**config.mk**
```make
export PLATFORM = sky130hd
export DESIGN_NAME = qpc_divider
export DESIGN_NICKNAME = d
export VERILOG_FILES = /design/src/rtl/core/qrs_peak_classifier_assert.svh /design/src/rtl/core/qpc_pkg.sv /design/src/rtl/core/qpc_divider.sv
export SDC_FILE = /design/constraint.sdc
export NUM_CORES = 1
export LEC_CHECK = 0
export BUFFER_PORTS_ARGS = -buffer_cell sky130_fd_sc_hd__buf_2
export CORE_UTILIZATION = 54
export DETAILED_ROUTE_END_ITERATION = 16
export GPL_ROUTABILITY_DRIVEN = 0
export PLACE_DENSITY_LB_ADDON = 0.12
export SLEW_MARGIN = 30
export SYNTH_ARGS = -nofsm -noshare
export SYNTH_HDL_FRONTEND = slang
export SYNTH_SLANG_ARGS = --single-unit
```
**constraint.sdc**
```tcl
create_clock -name clock -period 5.6 [get_ports clock]
set_input_delay 0.56 -clock clock [delete_from_list [all_inputs] [get_ports clock]]
set_output_delay 0.56 -clock clock [all_outputs]
set_load 0.02 [all_outputs]
```
**src/rtl/core/qrs_peak_classifier_assert.svh**
```systemverilog
// Assertion macros shared by the QRS peak classifier RTL.
`ifndef QRS_PEAK_CLASSIFIER_ASSERT_SVH
`define QRS_PEAK_CLASSIFIER_ASSERT_SVH

// Implication checked on every rising clock edge outside reset.
`define QPC_ASSERT_IMPL(label, clk, rst, lhs, rhs, msg) \
   label: assert property (@(posedge clk) disable iff (rst) (lhs) |-> (rhs)) \
      else $error(msg);

// Next-cycle implication checked outside reset.
`define QPC_ASSERT_NEXT(label, clk, rst, lhs, rhs, msg) \
   label: assert property (@(posedge clk) disable iff (rst) (lhs) |=> (rhs)) \
      else $error(msg);

`endif

```
**src/rtl/core/qpc_pkg.sv**
```systemverilog
//------------------------------------------------------------------------------
// qpc_pkg
// Shared types and constants of the QRS peak classifier.
//------------------------------------------------------------------------------
`timescale 1ns / 1ps

package qpc_pkg;

   localparam int SAMPLE_BITS = 16;
   localparam int RR_HISTORY  = 8;

   localparam int unsigned CNT_BITS = 12;
   localparam logic [11:0] CNT_MAX  = 12'hFFF;
   localparam logic [7:0]  IRR_MAX  = 8'hFF;

   // Bound percentages over 100, scaled by 2^20 and rounded up, one per RR bound.
   localparam logic [20:0] RECIP_LOW  = 21'd964690;   // 0.92
   localparam logic [20:0] RECIP_HIGH = 21'd1216349;  // 1.16
   localparam logic [20:0] RECIP_MISS = 21'd1740637;  // 1.66

   localparam logic [2:0] CSR_REFRACTORY = 3'd0;
   localparam logic [2:0] CSR_SIG_START  = 3'd1;
   localparam logic [2:0] CSR_NOISE_START = 3'd2;
   localparam logic [2:0] CSR_RR_LOW     = 3'd3;
   localparam logic [2:0] CSR_RR_HIGH    = 3'd4;
   localparam logic [2:0] CSR_RR_MISS    = 3'd5;

   localparam logic ACT_SAMPLE  = 1'b0;
   localparam logic ACT_RESTART = 1'b1;

   typedef enum logic [3:0] {
      ST_IDLE,
      ST_TEST,
      ST_AVG,
      ST_DIV,
      ST_BOUND,
      ST_CHECK,
      ST_SB_ADDR,
      ST_SB_READ,
      ST_SB_HIT,
      ST_OUT
   } state_type;

   typedef enum logic [1:0] {
      BND_LOW,
      BND_HIGH,
      BND_MISS
   } bound_type;

   // Divider command and status between the controller and the divider.
   typedef struct packed {
      logic        start;
      logic [14:0] dividend;
      logic [3:0]  divisor;
   } div_cmd_type;

   typedef struct packed {
      logic        busy;
      logic        done;
      logic [14:0] quotient;
   } div_sts_type;

endpackage

```
**src/rtl/core/qpc_divider.sv**
```systemverilog
//------------------------------------------------------------------------------
// qpc_divider
// Restoring divider, one quotient bit per cycle, for the RR averages.
//------------------------------------------------------------------------------
`timescale 1ns / 1ps

module qpc_divider (
   input  logic                 clock,
   input  logic                 reset,
   input  qpc_pkg::div_cmd_type cmd,
   output qpc_pkg::div_sts_type sts
);

   logic [14:0] quot_ff, quot_in;
   logic [4:0]  rem_ff, rem_in;
   logic [3:0]  div_ff, div_in;
   logic [3:0]  cnt_ff, cnt_in;
   logic        busy_ff, busy_in;
   logic        done_ff, done_in;
   logic [4:0]  trial;

   always_comb begin
      quot_in = quot_ff;
      rem_in  = rem_ff;
      div_in  = div_ff;
      cnt_in  = cnt_ff;
      busy_in = busy_ff;
      done_in = 1'b0;
      trial   = {rem_ff[3:0], quot_ff[14]};
      if (cmd.start) begin
         quot_in = cmd.dividend;
         rem_in  = '0;
         div_in  = cmd.divisor;
         cnt_in  = 4'd15;
         busy_in = 1'b1;
      end else if (busy_ff) begin
         if (trial >= {1'b0, div_ff}) begin
            rem_in  = trial - {1'b0, div_ff};
            quot_in = {quot_ff[13:0], 1'b1};
         end else begin
            rem_in  = trial;
            quot_in = {quot_ff[13:0], 1'b0};
         end
         cnt_in = cnt_ff - 4'd1;
         if (cnt_ff == 4'd1) begin
            busy_in = 1'b0;
            done_in = 1'b1;
         end
      end
   end

   always_ff @(posedge clock) begin
      if (reset) begin
         busy_ff <= 1'b0;
         done_ff <= 1'b0;
         cnt_ff  <= '0;
      end else begin
         busy_ff <= busy_in;
         done_ff <= done_in;
         cnt_ff  <= cnt_in;
      end
      quot_ff <= quot_in;
      rem_ff  <= rem_in;
      div_ff  <= div_in;
   end

   assign sts.busy     = busy_ff;
   assign sts.done     = done_ff;
   assign sts.quotient = quot_ff;

endmodule

```
==> results.txt <==
The hold violation count in the final report is 0. The number of buffers and inverters on the critical path came out at 1. The share of synthesized area in the top cell type comes to 41.38%.

Summing all placed instances gives a cell area of 1572 um2. Traced cell by cell, the critical path runs through inv_1 -> ha_1 -> nor2b_4 -> o31a_1 -> or2_1 -> mux2_2. The count of fill cells added during filler insertion came out at 185. The max-slew violation count is 0. The number of sinks on the clock net came out at 29. The maximum level of the CTS H-tree is 2.

At the end of the flow, the number of nets in the layout was 180. The worst-case IR drop observed on VDD is 0.2116 mV. In the synthesized netlist, the cells that appear most often are sky130_fd_sc_hd__edfxtp_1 (19), sky130_fd_sc_hd__mux2_2 (15), sky130_fd_sc_hd__nor2_1 (15). The global router's overall resource usage is 21.06%. The required time of the critical path came out at 5.68 ns.

The worst setup path is captured at a flip-flop. The die outline area came out at 2759 um2. The register clock-pin slew on the reported worst setup and hold paths came out at 0.09 ns. The final design area excluding fillers is 1623 um2. The area growth from synthesis to layout is 17.70%.

39 I/O pins were placed. The fmax is 0.5198 GHz. The share of the Yosys chip area taken by registers is 55.90%. The post-route fraction of the period consumed by the critical path is 34.35%. The slowest stage cell on the critical path is sky130_fd_sc_hd__edfxtp_1. Counting flops with a built-in enable in the synthesized netlist gives 19.

The number of diodes came out at 0. In the global route stage, met1 resource usage came out at 22.62%. The number of synthesized register bits came out at 29. The power density of the placed cells is 303.4 nW/um2. After detailed routing, the average wire length per cell comes to 13.87 um. The vertical die dimension came out at 52.53 um.

Once the floorplan was initialized, standard cells occupied 59.47% of the core. The number of setup buffers added after CTS is 0. The smallest setup slack after layout came out at 3.676 ns. The number of setup violations in the final report came out at 0.

The relative max-transition margin came out at 60.50%. The slew at the pin closest to its max-slew limit is 0.5925 ns. The quantity of I/O buffers inserted on ports is 38. The number of buffers between clock root and the deepest sink came out at 2. The category of the worst setup path launch point is a flip-flop. Timing analysis after detailed placement gives a worst setup slack of 3.614 ns. Yosys printed 0 warnings. The share of post-route cells with drive strength above 1 is 40.79%. The pin count of the biggest net entering global routing is 32. The synthesized instance count is 112. The maximum fanout along the worst path came out at 6. The number of global-route vias before repair came out at 879. sky130_fd_sc_hd__edfxtp_1 takes more of the synthesized area than any other cell. The number of rows created at floorplan is 17. The detailed-router iteration count before antenna repair is 4. The global routing usage on met3 is 8.986%.

The sequential cells in the finished layout cover a total of 770.7 um2. The total via count after detailed routing is 946. The clock period minus worst slack is 1.924 ns. The number of cells upsized or downsized after cts is 0. The first global-routing pass estimated 3.850 mm of wire. Counting flops with an async set or reset pin after synthesis yields a share of 0%. For the worst setup path, the data arrival time is 2.01 ns.

The flow ran to the end, and the final reports show no timing, DRC or antenna violations. The most repeated cell in the gate-level netlist after synthesis is sky130_fd_sc_hd__edfxtp_1. In this run the worst hold path is classified as in2reg. The initial antenna violation count is 0. The number of routed nets with antenna violations came out at 0. The insertion delay of the later-clocked pin in the worst-skew pair is 0.32 ns. Measured along the x axis, the die boundary spans 52.53 um. The critical path is of the reg2reg type. The count of routing violations after the opening detailed-route iteration came out at 14. The average vias per placed instance came out at 5.256. The placed wire-length estimate after detailed placement came out at 1.844 mm. The final routed DRC violation total came out at 0. The CTS tree is done.

Global routing consumed, on the met2 layer, 33.76% of the routing resources. In this run the clock root is driven by a sky130_fd_sc_hd__clkbuf_4. Summed over all cells, the static leakage comes to 0.7067 nW. When the netlist entered floorplanning its net count stood at 141. The worst stage delay on the critical path came out at 0.42 ns. Grouping stages by cell kind, the critical path spends the most delay in flip-flops. The area of the placeable core came out at 2318 um2. The worst setup slack for register-to-register paths came out at 3.68 ns.

After global routing, the most crowded layer is met2. The average footprint of a synthesized cell came out at 12.31 um2. The cell area after synthesis came out at 1379 um2. For this run the aggregate overflow at the end of global routing stands at 0. The number of unique standard cell types used by synthesis came out at 31. Setup repair after global routing left no endpoint under its margin. The commonest register cell after synthesis is sky130_fd_sc_hd__edfxtp_1. The number of hold buffers added after cts came out at 0. The worst clock skew is 0.004053 ns.

Wires add up to 2.496 mm. The number of buffers created by CTS is 5. The max-cap violation count is 0. The total negative setup slack is 0 ns. The area of combinational cells with multiple inputs is 545.5 um2. Sorting the synthesized cells by area gives the leading types as sky130_fd_sc_hd__edfxtp_1 (41%), sky130_fd_sc_hd__dfxtp_1 (15%), sky130_fd_sc_hd__mux2_2 (12%).
[metal layers]
metal / vias to the layer above / wire length (um)
met2: 31 / 1236
met1: 433 / 1065
met4: 0 / 26
met3: 2 / 167
met5: - / 0
li1: 480 / -
[state kept, by name, indices dropped and copies added (netlist names)]
register / count
cnt_ff: 4
done_ff: 1
div_ff: 4
busy_ff: 1
rem_ff: 4
quot_ff: 15
[layout by cell type (no fill, tap or decap), drive strengths merged, types with 3 or more instances in the layout]
master   n
o21ai    3
nor2    15
dfxtp   10
xor2     3
buf     38
nor4b    3
clkbuf   6
edfxtp  19
inv      8
nand2    5
ha       6
mux2    15
[cells by family after synthesis]
group	after synthesis	synth area share [%]
muxes	15	12.25
xor gates and xnor gates	4	2.541
and+or+nand+nor	31	11.80
buffers and inverters	14	4.536
adders and majority gates	7	6.896
DFF	29	55.90
AOI/OAI and AO/OA	12	6.081
[final timing paths]
| check | startpoint | end | depth (start not counted) |
|---|---|---|---|
| worst max-delay path | div_ff[1] | quot_ff[0] | 6 |
| worst max register to register | div_ff[1] | quot_ff[0] | 6 |
| worst min-delay path | cmd[0] | div_ff[0] | 1 |
| worst min register to register | rem_ff[3] | rem_ff[3] | 2 |
[power breakdown]
group	internal (mW)	switching, mW
registers	0.254	0.0143
clock network	0.0477	0.0704
logic	0.0471	0.0591
total	0.349	0.144
[final cells by class]
type,instances,area share (%)
Sequential cell,29,47.49
Multi-Input combinational cell,69,33.62
Timing Repair Buffer,38,11.72
Clock buffer,6,2.544
Tap cell,28,2.159
Inverter,8,1.850
Clock inverter,2,0.6168
[metrics by stage]
step	utilization [%]	hold slack, ns	instances	power, mW
after floorplan	-	0.4205	112	0.3459
after global placement	67.78	0.4553	172	0.3757
after detailed placement	67.78	0.4539	172	0.3793
after CTS	69.99	0.3879	180	0.5001
after global routing	69.99	0.3857	180	0.5201
final	69.99	0.4108	180	0.4924
[worst register-to-register path, stage by stage (launching register included)]
cell,delay (ns)
sky130_fd_sc_hd__edfxtp_1,0.42
sky130_fd_sc_hd__inv_1,0.08
sky130_fd_sc_hd__ha_1,0.24
sky130_fd_sc_hd__nor2b_4,0.13
sky130_fd_sc_hd__o31a_1,0.30
sky130_fd_sc_hd__or2_1,0.26
sky130_fd_sc_hd__mux2_2,0.26
Power figures use the tool's default switching activity.
